<file path="src/hw/rtl/chd_pkg.sv">
// Shared types, constants and code table of the camera DPCM Huffman decoder.
package chd_pkg;

    localparam int CFG_W = 11;
    localparam int SIZE_W = 13;
    localparam int BUF_W = 15;
    localparam int HELD_W = 4;
    localparam int CNT_W = 3;
    localparam int QUEUE_DEPTH = 4;
    localparam int QPTR_W = 2;
    localparam int CFG_ADDR_W = 2;

    localparam logic [CFG_ADDR_W-1:0] REG_FRAME_WIDTH = 2'd0;
    localparam logic [CFG_ADDR_W-1:0] REG_FRAME_HEIGHT = 2'd1;

    localparam logic [CFG_W-1:0] FRAME_WIDTH_RESET = 11'd352;
    localparam logic [CFG_W-1:0] FRAME_HEIGHT_RESET = 11'd288;

    typedef struct packed {
        logic       start;
        logic [7:0] data;
    } chd_item_t;

    typedef struct packed {
        logic [HELD_W-1:0] len;
        logic signed [5:0] delta;
        logic              is_abs;
    } chd_code_t;

    function automatic chd_code_t decode_code(input logic [7:0] w);
        chd_code_t c;
        c.len = 4'd8;
        c.delta = 6'sd0;
        c.is_abs = 1'b0;
        if ((w & 8'h80) == 8'h00) begin
            c.len = 4'd1;
        end
        else if ((w & 8'hE0) == 8'h80) begin
            c.len = 4'd3;
            c.delta = 6'sd4;
        end
        else if ((w & 8'hE0) == 8'hA0) begin
            c.len = 4'd3;
            c.delta = -6'sd4;
        end
        else if ((w & 8'hF0) == 8'hD0) begin
            c.len = 4'd4;
            c.delta = 6'sd11;
        end
        else if ((w & 8'hF0) == 8'hF0) begin
            c.len = 4'd4;
            c.delta = -6'sd11;
        end
        else if ((w & 8'hF8) == 8'hC8) begin
            c.len = 4'd5;
            c.delta = 6'sd20;
        end
        else if ((w & 8'hFC) == 8'hC0) begin
            c.len = 4'd6;
            c.delta = -6'sd20;
        end
        else if ((w & 8'hFC) == 8'hC4) begin
            c.len = 4'd8;
        end
        else begin
            c.is_abs = 1'b1;
        end
        return c;
    endfunction

endpackage

</file>
<file path="src/hw/rtl/chd_inq.sv">
// Input queue that takes compressed bytes and their frame-start flag.
module chd_inq (
    input  logic               clk,
    input  logic               rst_n,
    input  logic               s_valid,
    output logic               s_ready,
    input  chd_pkg::chd_item_t s_item,
    output logic               m_valid,
    input  logic               m_ready,
    output chd_pkg::chd_item_t m_item
);
    import chd_pkg::*;

    chd_item_t           store_reg [QUEUE_DEPTH];
    logic [QPTR_W-1:0]   wr_ptr_reg;
    logic [QPTR_W-1:0]   wr_ptr_next;
    logic [QPTR_W-1:0]   rd_ptr_reg;
    logic [QPTR_W-1:0]   rd_ptr_next;
    logic [QPTR_W:0]     count_reg;
    logic [QPTR_W:0]     count_next;
    logic                push;
    logic                pop;

    assign s_ready = (count_reg != (QPTR_W + 1)'(QUEUE_DEPTH));
    assign m_valid = (count_reg != '0);
    assign m_item = store_reg[rd_ptr_reg];
    assign push = s_valid && s_ready;
    assign pop = m_valid && m_ready;

    always_comb
    begin
        wr_ptr_next = push ? wr_ptr_reg + 1'b1 : wr_ptr_reg;
        rd_ptr_next = pop ? rd_ptr_reg + 1'b1 : rd_ptr_reg;
        count_next = count_reg;
        if (push && !pop)
        begin
            count_next = count_reg + 1'b1;
        end
        else if (pop && !push)
        begin
            count_next = count_reg - 1'b1;
        end
    end

    always_ff @(posedge clk or negedge rst_n)
    begin
        if (!rst_n)
        begin
            wr_ptr_reg <= '0;
            rd_ptr_reg <= '0;
            count_reg <= '0;
        end
        else
        begin
            wr_ptr_reg <= wr_ptr_next;
            rd_ptr_reg <= rd_ptr_next;
            count_reg <= count_next;
        end
    end

    always_ff @(posedge clk)
    begin
        if (push)
        begin
            store_reg[wr_ptr_reg] <= s_item;
        end
    end

endmodule

</file>
<file path="config.mk">
export PLATFORM = sky130hd
export DESIGN_NAME = chd_inq
export DESIGN_NICKNAME = d
export VERILOG_FILES = /design/src/hw/rtl/chd_pkg.sv /design/src/hw/rtl/chd_inq.sv
export SDC_FILE = /design/constraint.sdc
export NUM_CORES = 1
export LEC_CHECK = 0
export ABC_AREA = 1
export ABC_CLOCK_PERIOD_IN_PS = 4460
export BUFFER_PORTS_ARGS = -buffer_cell sky130_fd_sc_hd__buf_2
export CAP_MARGIN = 20
export CORE_ASPECT_RATIO = 1.1
export CORE_MARGIN = 1
export CORE_UTILIZATION = 55
export DETAILED_ROUTE_END_ITERATION = 7
export PLACE_DENSITY = 0.76
export SYNTH_ARGS = -nofsm -noshare
export SYNTH_HDL_FRONTEND = slang
export SYNTH_SLANG_ARGS = --single-unit
</file>
<file path="constraint.sdc">
create_clock -name clk -period 4.46 [get_ports clk]
set_input_delay 0.223 -clock clk [delete_from_list [all_inputs] [get_ports clk]]
set_output_delay 0.223 -clock clk [all_outputs]
set_load 0.02 [all_outputs]
</file>
# Yosys cells after proc, flatten, opt, wreduce, memory -nomap -nowiden
# Memory sizes are Yosys's and may differ from the RTL's.
# Index checks and enable logic that the tools add are counted.
[totals]
reg_bits = 7
mem_bits_rw = 36
n_memories = 1
[classes]
n_addsub = 4
n_eq_ne = 1
muxes = 4
reduce_logical = 8
[memory_table]
columns = ["memory", "words", "width", "rd", "rd_clocked_by_memory_dff", "wr", "line", "text"]
rows = [
  ["store_reg", 4, 9, 1, 0, 1, "chd_inq.sv:14", "chd_item_t store_reg [QUEUE_DEPTH];"],
]
[op_table]
columns = ["cell", "count"]
rows = [
  ["2-to-1 mux 3 bit", 2],
  ["adder 2 x 1 -> 2 bit, second input constant", 2],
  ["logical AND 1 bit", 4],
  ["adder 3 x 1 -> 3 bit, second input constant", 1],
  ["!= test 3 bit, second input constant", 1],
  ["nonzero test 3 bit", 1],
  ["subtractor 3 x 1 -> 3 bit, second input constant", 1],
  ["zero test 1 bit", 2],
  ["2-to-1 mux 1 bit", 2],
  ["nonzero test 2 bit", 1],
]

# Longest topological paths before layout
# Gate-level depths: netlist of the first run.
[logic_depth]
ltp_word = 6
ltp_mapped = 12
mapped_depth_nobuf = 12

# Least setup slack after synthesis of the first run
# OpenSTA, ideal clock, no wires.
[synth_timing]
path_type = "reg2reg"
from = "reg count_reg[0]"
to = "reg count_reg[2]"
setup_ns = 0.117
t_arrival_ns = 1.734
required_time_ns = 4.343
path_slack_ns = 2.609
stages_incl_launch_ff = 11
synth_period_minus_slack_ns = 1.851
cell_sequence = "dfrtp_1 > inv_1 > nand3_1 > nand2_1 > ha_1 > inv_1 > fa_1 > nand2_1 > nand3_1 > nand2_1 > nand2_1"
[synth_via]
elab_chain_len = 5
word_cells_on_any_way = 13
classes_between = "add/sub: 2; eq/ne: 1; mux: 2; reduce/logical: 8"
[synth_rtl]
columns = ["element", "line", "text"]
rows = [
  ["start: declaration", "chd_inq.sv:19", "logic [QPTR_W:0] count_reg;"],
  ["start signal: assignment", "chd_inq.sv:57", "count_reg <= count_next;"],
  ["nonzero test 3 bit *", "chd_inq.sv:25", "assign m_valid = (count_reg != '0);"],
  ["net m_valid", "chd_inq.sv:8", "output logic m_valid,"],
  ["logical AND 1 bit *", "chd_inq.sv:28", "assign pop = m_valid && m_ready;"],
  ["zero test 1 bit", "chd_inq.sv:35", "if (push && !pop)"],
  ["logical AND 1 bit", "chd_inq.sv:35", ""],
  ["2-to-1 mux 3 bit / nonzero test 2 bit (equally long branches)", "--", ""],
]
# The timed path passes the listed nets; every way through them passes the cells marked *. The select of a mux whose other input is x is not followed.
# A chain may end at the register's enable or synchronous reset.

==> results of run 1 <==
[area by class of cell]
type / instances / area [µm²] / share of cell area, %
timing repair buffer: 24 / 125 / 6.05
inverter: 34 / 128 / 6.17
clock inverter: 1 / 3.75 / 0.181
multi-input combinational: 82 / 458 / 22.1
tap: 34 / 42.5 / 2.06
sequential: 43 / 1260 / 60.7
clock buffer: 7 / 55.1 / 2.66
[critical path, delay by kind of cell (launching register included)]
family                 cells  cell delay (ps)
buffers and inverters      2              570
AOI/OAI and AO/OA          1              200
and+or+nand+nor            1              100
DFF                        1              610
[path summary, 6_finish.rpt]
check / startpoint / end / slack (ps)
worst min register to register: rd_ptr_reg[0]$_DFFE_PN0P_ / rd_ptr_reg[0]$_DFFE_PN0P_ / 540
max in group asynchronous: rst_n / wr_ptr_reg[1]$_DFFE_PN0P_ / 4050
min in group asynchronous: rst_n / wr_ptr_reg[0]$_DFFE_PN0P_ / 240
worst max-delay path: rd_ptr_reg[1]$_DFFE_PN0P_ / m_item[7] / 2430
worst min-delay path: s_item[3] / store_reg[1][3]$_DFFE_PP_ / 100
worst max register to register: count_reg[0]$_DFFE_PN0P_ / count_reg[1]$_DFFE_PN0P_ / 2520
[synthesized netlist by cell type]
library cell	number	area share, %
buf_2	1	0.27
buf_6	3	1.8
clkinv_1	1	0.20
dfrtp_1	7	9.3
edfxtp_1	36	57
fa_1	1	1.1
ha_1	5	3.3
inv_1	32	6.4
inv_2	1	0.20
nand2_1	44	8.8
nand3_1	6	1.6
nand3_2	1	0.53
nand4_1	1	0.33
nor2_1	4	0.80
o211ai_1	18	7.2
o21ai_0	1	0.27
xnor2_1	1	0.47
[cell families (layout without fill, tap and decap cells)]
logic type | after synthesis | after routing
compound gates | 19 | 19
xor+xnor | 1 | 1
fa+ha+maj | 6 | 6
buf+inv | 38 | 66
flops | 43 | 43
simple gates | 56 | 56
[repair_timing]
action                    in CTS  in global routing
hold endpoints to repair       7                  0
setup buffers                  0                  0
hold buffers                   1                  0
[power breakdown]
group	internal [mW]	switching, mW
clock	0.0757	0.110
sequential	0.540	0.0581
combinational	0.175	0.365
total	0.791	0.533
[routing by layer]
layer | share of wire, % | track usage [%] | vias up
met4 | 1.1 | 8.93 | 0
met3 | 4.2 | 4.31 | 5
met1 | 41 | 22.9 | 559
met2 | 53 | 33.4 | 32
met5 | 0 | 0 | -
li1 | - | - | 595
==> results.md, run 1 <==
- Status: complete, but fails checks
- Failing checks: design-rule violations
- Worst hold path type: in -> reg
- Static Leak: 0.922 nW
- CP max FO: 11
- Layout cells sized above 1: 16.2%
- CP max-delay cell: dfrtp_1
- Post-route cell area: just over 2000 µm²
- Pwr Density: 640 nW/µm²
- Tot Pwr: 1.32 mW
- Post-DP HPWL: between 2000 and 2500 µm
- Die ar.: 3660 µm²
- First-pass DRT Iterations: 6
- Most frequent cells in the layout: nand2_1, edfxtp_1, inv_1
- Vias in the first global route: 1162
- Post-cts resize count: 0
- Commonest non-fill, non-tap cell in the layout: nand2_1
- Layout fillers: 242
- Sequential fraction of the synthesis area: 66.8%
- Initial Util: 59.6%
- Worst R2R Path Depth: 9
- Clock Sinks: 43
- Crit start category: register
- Max Freq: 492 MHz
- Clock tree from TritonCTS: yes
- Cell Chain, Critical Path: clkinv_1 > o211ai_1 > nand2_1 > buf_2
- Mux cell area share after synthesis: 0%
- Largest register FFs: 36
- Maximum number of pins on one net before global-route repair: 38
- Synth Area in Adders: 4.39%
- Final wirelength: 3080 µm
- Synthesized net count: 182
- Final Hold Vio Count: 0
- WL/cell: 13.7 µm
- # rows: 21
- CP Class: reg -> out
- Nets@finish: approximately 210
- First-pass GRT wire length: between 5000 and 6000 µm
- Finished Core Util: about two thirds
- Layout area overhead: 9.98%
- Synth Instances: between 150 and 200
- Core ar.: approximately 3200 µm²
- Worst slew pin tran: 882 ps
- Worst setup margin: approximately 2400 ps
- Crit. End Element: output port
- Die Y: 63.3 µm
- Final period util: 45.6%
- Slew headroom: 41.0%
- Xor and xnor fraction of the mapped netlist area: less than 1%
- Synth Area in Simple Gates: about an eighth
- Inserted Clock Buffers: 5
- Placer congestion estimate: about 0.8
- GR Util All Layers: 19.4%
- Compound-cell area share of the yosys netlist: 7.45%
- # Max-Cap Violations: 0
- Clk buf depth: 2
- VDD IR max: 0.353 mV
- DP Area: 2000 µm²
- Initial antenna violation count: 0
- CTS Root Buffer Type: clkbuf_4
- Mapped Avg Cell Area: 11.5 µm²
- Initial DRC Count: 53
- Post-route ant nets: 0
- Required @ worst endpoint: around 4200 ps
- Fin Setup TNS: 0 ps
- Final hold slack: 98.4 ps
- Chip width: 57.8 µm
- Total gr overflow: 0
- Worst path max stage delay: 610 ps
- Routed vias: 1191
- PortBufs: 23
- Synth warn: 0
- Remaining DRCs: 4
- Hold path cells: 1
- I/O pin cnt: 24
- Final setup fails: 0
- Placed cells: around 220
- Mapped Area: 1880 µm²
- Clk pin slew, worst setup/hold paths: about 110 ps
- Htree depth: 2
- Post-synth cell types: 17
- Arrival @ worst endpoint: 1810 ps
- Tmin final: slightly above 2000 ps
- Placement Setup Slack: 2520 ps
- Post-Layout Cell Count: 225
- RSZ-0062 raised after global routing: no
- Vias/cell: 5.29
- Main combinational cell family by area after synthesis: simple AND/OR/NAND/NOR gates
- Slew Viols, Final: 0
- Skew-Pair Late Insertion Delay: 330 ps
- Clk_skew: 6.21 ps
- Antenna Cells: 0
- FF+latch count, synth: 43
No activity file was read; power rests on OpenSTA's default activity.
==> run 2: changes to the inputs <==
--- a/config.mk
+++ b/config.mk
@@ -5,15 +5,15 @@
 export SDC_FILE = /design/constraint.sdc
 export NUM_CORES = 1
 export LEC_CHECK = 0
-export ABC_AREA = 1
-export ABC_CLOCK_PERIOD_IN_PS = 4460
+export ABC_AREA = 0
+export ABC_CLOCK_PERIOD_IN_PS = 2000
 export BUFFER_PORTS_ARGS = -buffer_cell sky130_fd_sc_hd__buf_2
 export CAP_MARGIN = 20
 export CORE_ASPECT_RATIO = 1.1
 export CORE_MARGIN = 1
 export CORE_UTILIZATION = 55
 export DETAILED_ROUTE_END_ITERATION = 7
-export PLACE_DENSITY = 0.76
+export PLACE_DENSITY = 0.77
 export SYNTH_ARGS = -nofsm -noshare
 export SYNTH_HDL_FRONTEND = slang
 export SYNTH_SLANG_ARGS = --single-unit
==> constraint.sdc (replaced) <==
create_clock -name clk -period 2 [get_ports clk]
set_input_delay 0.1 -clock clk [delete_from_list [all_inputs] [get_ports clk]]
set_output_delay 0.1 -clock clk [all_outputs]
set_load 0.02 [all_outputs]
==> results.md, run 2 <==
- Main combinational cell family by area after synthesis: multiplexers
- Sequential fraction of the synthesis area: 72.5%
- CP Launch Point: count_reg[0]$_DFFE_PN0P_
- Die Y: 60.9 µm
- Wire length on met3: 91 µm
- Largest cells by area after synthesis: edfxtp_1, mux4_2, dfrtp_1
- Worst R2R Path Depth: 8
- Synth top cells by count: edfxtp_1, mux4_2, dfrtp_1
- Xor and xnor fraction of the mapped netlist area: 3.03%
- Mapped Avg Cell Area: 21.1 µm²
- Initial DRC Count: 17
- Remaining DRCs: 0
- Maximum number of pins on one net before global-route repair: 14
- Htree depth: 2
- Vias/cell: 5.32
- Layout cells sized above 1: around 47%
- Crit. End Element: register
- Met1 WL: about 1200 µm
- Max Freq: 523 MHz
- CTS Root Buffer Type: clkbuf_4
- Slew headroom: 68.0%
- Post-synth cell types: 19
- GR Util All Layers: around 18%
- Met2 WL: 1430 µm
- Final setup fails: 0
- Synth Instances: between 80 and 90
- RSZ-0062 raised after global routing: yes
- Arrival @ worst endpoint: between 2000 and 2500 ps
- Synth warn: 0
- Clk pin slew, worst setup/hold paths: between 100 and 150 ps
- Initial antenna violation count: 0
- Inserted Clock Buffers: 5
- Nets@finish: ~150
- Compound-cell area share of the yosys netlist: less than 1%
- Worst r2r src: count_reg[0]$_DFFE_PN0P_
- Placer congestion estimate: 0.665
- First-pass GRT wire length: 4150 µm
- Tot Pwr: 3.18 mW
- Required @ worst endpoint: about 2300 ps
- Vias in the first global route: 843
- Clk buf depth: 2
- Commonest non-fill, non-tap cell in the layout: edfxtp_1
- Final hold slack: around 34 ps
- Mapped Area: 1730 µm²
- Total gr overflow: 0
- # Max-Cap Violations: 0
- Clock tree from TritonCTS: yes
- First-pass DRT Iterations: 4
- Slew Viols, Final: 0
- Layout area overhead: 24.1%
- CP Class: reg -> reg
- Final Hold Vio Count: 0
- # rows: 21
- Initial Util: roughly 57%
- Worst hold path type: in -> reg
- Tmin final: 1910 ps
- Final wirelength: 2740 µm
- Synth top area share: 62.4%
- Clk_skew: 3.63 ps
- Most frequent cells in the layout: edfxtp_1, buf_2, dlygate4sd3_1
- WL/cell: 16.8 µm
- Async SR Flop Fraction: 16.3%
- Routed vias: 867
- Synth Area in Simple Gates: 4.26%
- CP max FO: 2
- Largest register FFs: 36
- Chip width: 55.5 µm
- Worst Min Path Start: m_ready
- VDD IR max: roughly 1.1 mV
- Worst slew pin tran: 481 ps
- Status: finished clean
- PortBufs: 23
- FF+latch count, synth: 43
- Count leader, synth: edfxtp_1
- Static Leak: a little over 0.8 nW
- Clock Sinks: 43
- Largest area contributor in the netlist: edfxtp_1
- Uppermost layer routed: met4
- Post-DP HPWL: roughly 1900 µm
- Post-synth EDFFs: 36
- Skew-Pair Late Insertion Delay: about 330 ps
- Core ar.: 3020 µm²
- Pwr Density: between 1000 and 1500 nW/µm²
- Crit start category: register
- I/O pin cnt: 24
- Synthesized net count: slightly above 100
- Synth Area in Adders: between 4 and 5%
- Antenna Cells: 0
- Post-route ant nets: 0
- Die ar.: 3380 µm²
- Post-synth top flop: edfxtp_1
- Final period util: 95.5%
- Hold path cells: 3
- Mux cell area share after synthesis: 13.2%
-- run 2: cell count changes in the layout (fill, tap and decap cells not counted), moves of 3 or more --
cell / change
and2_2: +4
buf_4: +8
dlygate4sd3_1: +9
inv_1: -30
mux4_2: +9
nand2_1: -43
nand3_1: -6
o211ai_1: -18
xnor2_1: +3
-- run 2: through the flow --
step / util [%] / cell area (µm²) / worst slack, ps / TNS [ps] / instances
global route: 71.2 / 2150 / -5.36 / -5.36 / 163
detailed placement: 63.3 / 1910 / -45.8 / -45.8 / 142
CTS: 70.9 / 2140 / 33.7 / 0 / 162
global placement: 63.3 / 1910 / 95.7 / 0 / 142
floorplan: - / 1730 / 16.4 / 0 / 82
finish: 71.2 / 2150 / 89.1 / 0 / 163
-- run 2: logic make-up after synthesis --
kind of cell	after synthesis
AND/OR/NAND/NOR	10
flip-flops	43
XOR/XNOR	6
multiplexers	11
buffers and inverters	5
adder cells (fa/ha/maj)	6
AO/OA/AOI/OAI	1
-- run 2: power by group --
part | internal [mW] | switching, mW | leakage [nW] | total (mW)
sequential | 1.21 | 0.116 | 0.411 | 1.33
clock | 0.390 | 0.261 | 0.0525 | 0.651
combinational | 0.588 | 0.612 | 0.349 | 1.20
total | 2.19 | 0.990 | 0.813 | 3.18
-- run 2: path summary, 6_finish.rpt --
| kind | to | slack [ps] |
|---|---|---|
| max | count_reg[2]$_DFFE_PN0P_ | 90 |
| min | rd_ptr_reg[1]$_DFFE_PN0P_ | 30 |
| max reg2reg | count_reg[2]$_DFFE_PN0P_ | 90 |
| min reg2reg | count_reg[0]$_DFFE_PN0P_ | 590 |
| max in group asynchronous | wr_ptr_reg[0]$_DFFE_PN0P_ | 1740 |
| min in group asynchronous | rd_ptr_reg[1]$_DFFE_PN0P_ | 110 |
-- run 2: cell type report --
cell class | count | area [µm²]
inverter | 3 | 11.3
sequential | 43 | 1260
fill | 205 | 871
timing repair buffer | 41 | 275
clock buffer | 6 | 41.3
tap | 34 | 42.5
multi-input combinational | 34 | 464
clock inverter | 2 | 60.1
-- run 2: metal layers --
metal	GRT usage, %	vias to the layer above
li1	-	406
met1	22.3	437
met2	29.4	19
met3	5.33	5
met4	7.50	0
met5	0	-
-- run 2: timing repair --
action,CTS,global route
buffers inserted,2,1
hold buffers,10,0
gates resized for setup,3,1
pin swaps,3,4
hold endpoints to repair,43,0
endpoints found under the setup margin,1,1
-- run 2: critical path: stages, from the launching register on --
cell	delay [ps]
dfrtp_1	400
or3_4	410
nand2_4	80
ha_4	130
inv_2	30
fa_2	320
xor2_1	140
nor2_1	130
xor2_1	190
==> run 3: changes to the inputs <==
--- a/config.mk
+++ b/config.mk
@@ -13,6 +13,7 @@
 export CORE_MARGIN = 1
 export CORE_UTILIZATION = 55
 export DETAILED_ROUTE_END_ITERATION = 7
+export GPL_TIMING_DRIVEN = 0
 export PLACE_DENSITY = 0.77
 export SYNTH_ARGS = -nofsm -noshare
 export SYNTH_HDL_FRONTEND = slang
==> results.md, run 3 (same netlist as run 2, synthesis figures left out) <==
- Final setup fails: 0
- Worst reg-to-reg setup slack: 80 ps
- CTS Root Buffer Type: clkbuf_4
- Logic pwr share: 43.3%
- Clock share of power: 13.0%
- Initial antenna violation count: 0
- Nets@finish: 148
- Post-Layout Cell Count: approximately 160
- CP Class: reg -> reg
- Final period util: a little over nine tenths
- CP max-delay cell: dfrtp_1
- PortBufs: 23
- Reg-to-Reg End: count_reg[2]$_DFFE_PN0P_
- Post-route cell area: ~2100 µm²
- CP bufs+invs: 1
- # Max-Cap Violations: 0
- Vias in the first global route: 830
- GR Util All Layers: 17.3%
- Crit start category: register
- Core ar.: 3020 µm²
- Status: finished clean
- Pwr Density: 1400 nW/µm²
- Worst slew pin tran: 262 ps
- Switch Pwr: 0.989 mW
- Tmin final: slightly below 2000 ps
- First-pass DRT Iterations: 4
- Slew Viols, Final: 0
- Clock Sinks: between 40 and 50
- DP Area: ~1900 µm²
- Tot Pwr: 2.96 mW
- Clock tree from TritonCTS: yes
- Sw frac: between 30% and 40%
- Initial DRC Count: 21
- Placer congestion estimate: 0.658
- WL/cell: 16.2 µm
- Worst r2r src: count_reg[2]$_DFFE_PN0P_
- Critical Path Most Common Cell: xor2_1
- Worst Min Path Start: m_ready
- Total gr overflow: 0
- Die Y: 60.9 µm
- Layout fillers: around 200
- Static Leak: between 0.7 and 0.8 nW
- Vias/cell: 5.21
- Clk pin slew, worst setup/hold paths: roughly 110 ps
- Post-DP HPWL: around 1600 µm
- WP depth: 8
- CP delay by family, top: simple AND/OR/NAND/NOR gates
- Worst R2R Path Depth: 8
- Seq pwr share: between 40% and 50%
- Worst path max stage delay: about 400 ps
- Layout cells sized above 1: 45.4%
- Worst hold path type: in -> reg
- Largest register FFs: 36
- Layout area overhead: 22.2%
- RSZ-0062 raised after global routing: no
- Max Freq: 521 MHz
- I/O pin cnt: 24
- Crit. End Element: register
- First-pass GRT wire length: 4000 µm
- Inserted Clock Buffers: 5
- Chip width: approximately 56 µm
- Initial Util: 57.3%
- # rows: 21
- Hold path cells: 3
- Final wirelength: roughly 2700 µm
- Final hold slack: 46.4 ps
- Skew-Pair Late Insertion Delay: 340 ps
- Most frequent cells in the layout: edfxtp_1, buf_2, dlygate4sd3_1
- CP max FO: 2
- VDD IR max: 0.894 mV
- Remaining DRCs: 0
- Final Hold Vio Count: 0
- Int Pwr: 1.97 mW
- Placed cells: 139
- Arrival @ worst endpoint: 2190 ps
- Cell Chain, Critical Path: or3_4 > nand2_4 > ha_4 > inv_1 > fa_2 > xor2_1 > nor2_1 > xor2_1
- Antenna Cells: 0
- Maximum number of pins on one net before global-route repair: 13
- Htree depth: 2
- Clk buf depth: 2
- Slew headroom: 82.5%
- Required @ worst endpoint: 2270 ps
- Post-route ant nets: 0
- Routed vias: 854
- Hold EP: rd_ptr_reg[1]$_DFFE_PN0P_
- Die ar.: approximately 3400 µm²
- Commonest non-fill, non-tap cell in the layout: edfxtp_1
- Clk_skew: 4.03 ps
[run 3: timing repair]
item                                    CTS  global route
gates resized for setup                   2             3
endpoints found under the hold margin    43             0
setup buffers                             6             1
pin swaps                                 3             3
endpoints found under the setup margin    2             2
cloned                                    0             0
hold buffers                             10             0
[run 3: area by class of cell]
cell class,count,area (µm²),area share (%)
multi-input cells,34,474,22.4
inverters,3,11.3,0.532
plain buffers,2,16.3,0.768
well taps,34,42.5,2.01
repair buffers,40,268,12.6
clock buffers,8,48.8,2.30
flip-flops and latches,43,1260,59.3
[run 3: layer usage]
metal | routed length (µm) | global-route usage, % | vias up
met2 | 1390 | 28.6 | 19
met4 | 55 | 8.57 | 0
li1 | - | - | 409
met3 | 103 | 5.97 | 7
met5 | 0 | 0 | -
met1 | 1110 | 21.0 | 419
[run 3: worst max path at each step]
stage                                        start                       end  slack [ps]
after global routing      count_reg[2]$_DFFE_PN0P_  count_reg[2]$_DFFE_PN0P_         0.4
after CTS                 count_reg[0]$_DFFE_PN0P_  count_reg[2]$_DFFE_PN0P_           2
after detailed placement  count_reg[2]$_DFFE_PN0P_  count_reg[2]$_DFFE_PN0P_         -40
final                     count_reg[2]$_DFFE_PN0P_  count_reg[2]$_DFFE_PN0P_          80
after global placement    count_reg[2]$_DFFE_PN0P_  count_reg[2]$_DFFE_PN0P_          -3
after floorplan           count_reg[2]$_DFFE_PN0P_  count_reg[2]$_DFFE_PN0P_          20
[run 3: metrics by stage]
| stage | utilization [%] | setup TNS [ps] | setup slack (ps) |
|---|---|---|---|
| after floorplan | - | 0 | 16.4 |
| after global placement | 62.6 | -2.66 | -2.66 |
| after detailed placement | 62.6 | -44.0 | -44.0 |
| after CTS | 69.3 | 0 | 2.13 |
| after global routing | 70.1 | 0 | 0.408 |
| final | 70.1 | 0 | 79.2 |
[run 3: tightest hold or removal path, cell delays in order]
cell     delay, ps
buf_2          120
nand3_2         70
xnor2_1         60
[run 3: power groups by stage]
stage	sequential, mW	clock (mW)	combinational [mW]
6_report	1.29	0.384	1.28
5_1_grt	1.31	0.429	1.39
4_1_cts	1.29	0.401	1.25
3_5_place_dp	1.34	0	1.10
3_3_place_gp	1.32	0	1.07
2_1_floorplan	1.31	0	0.837
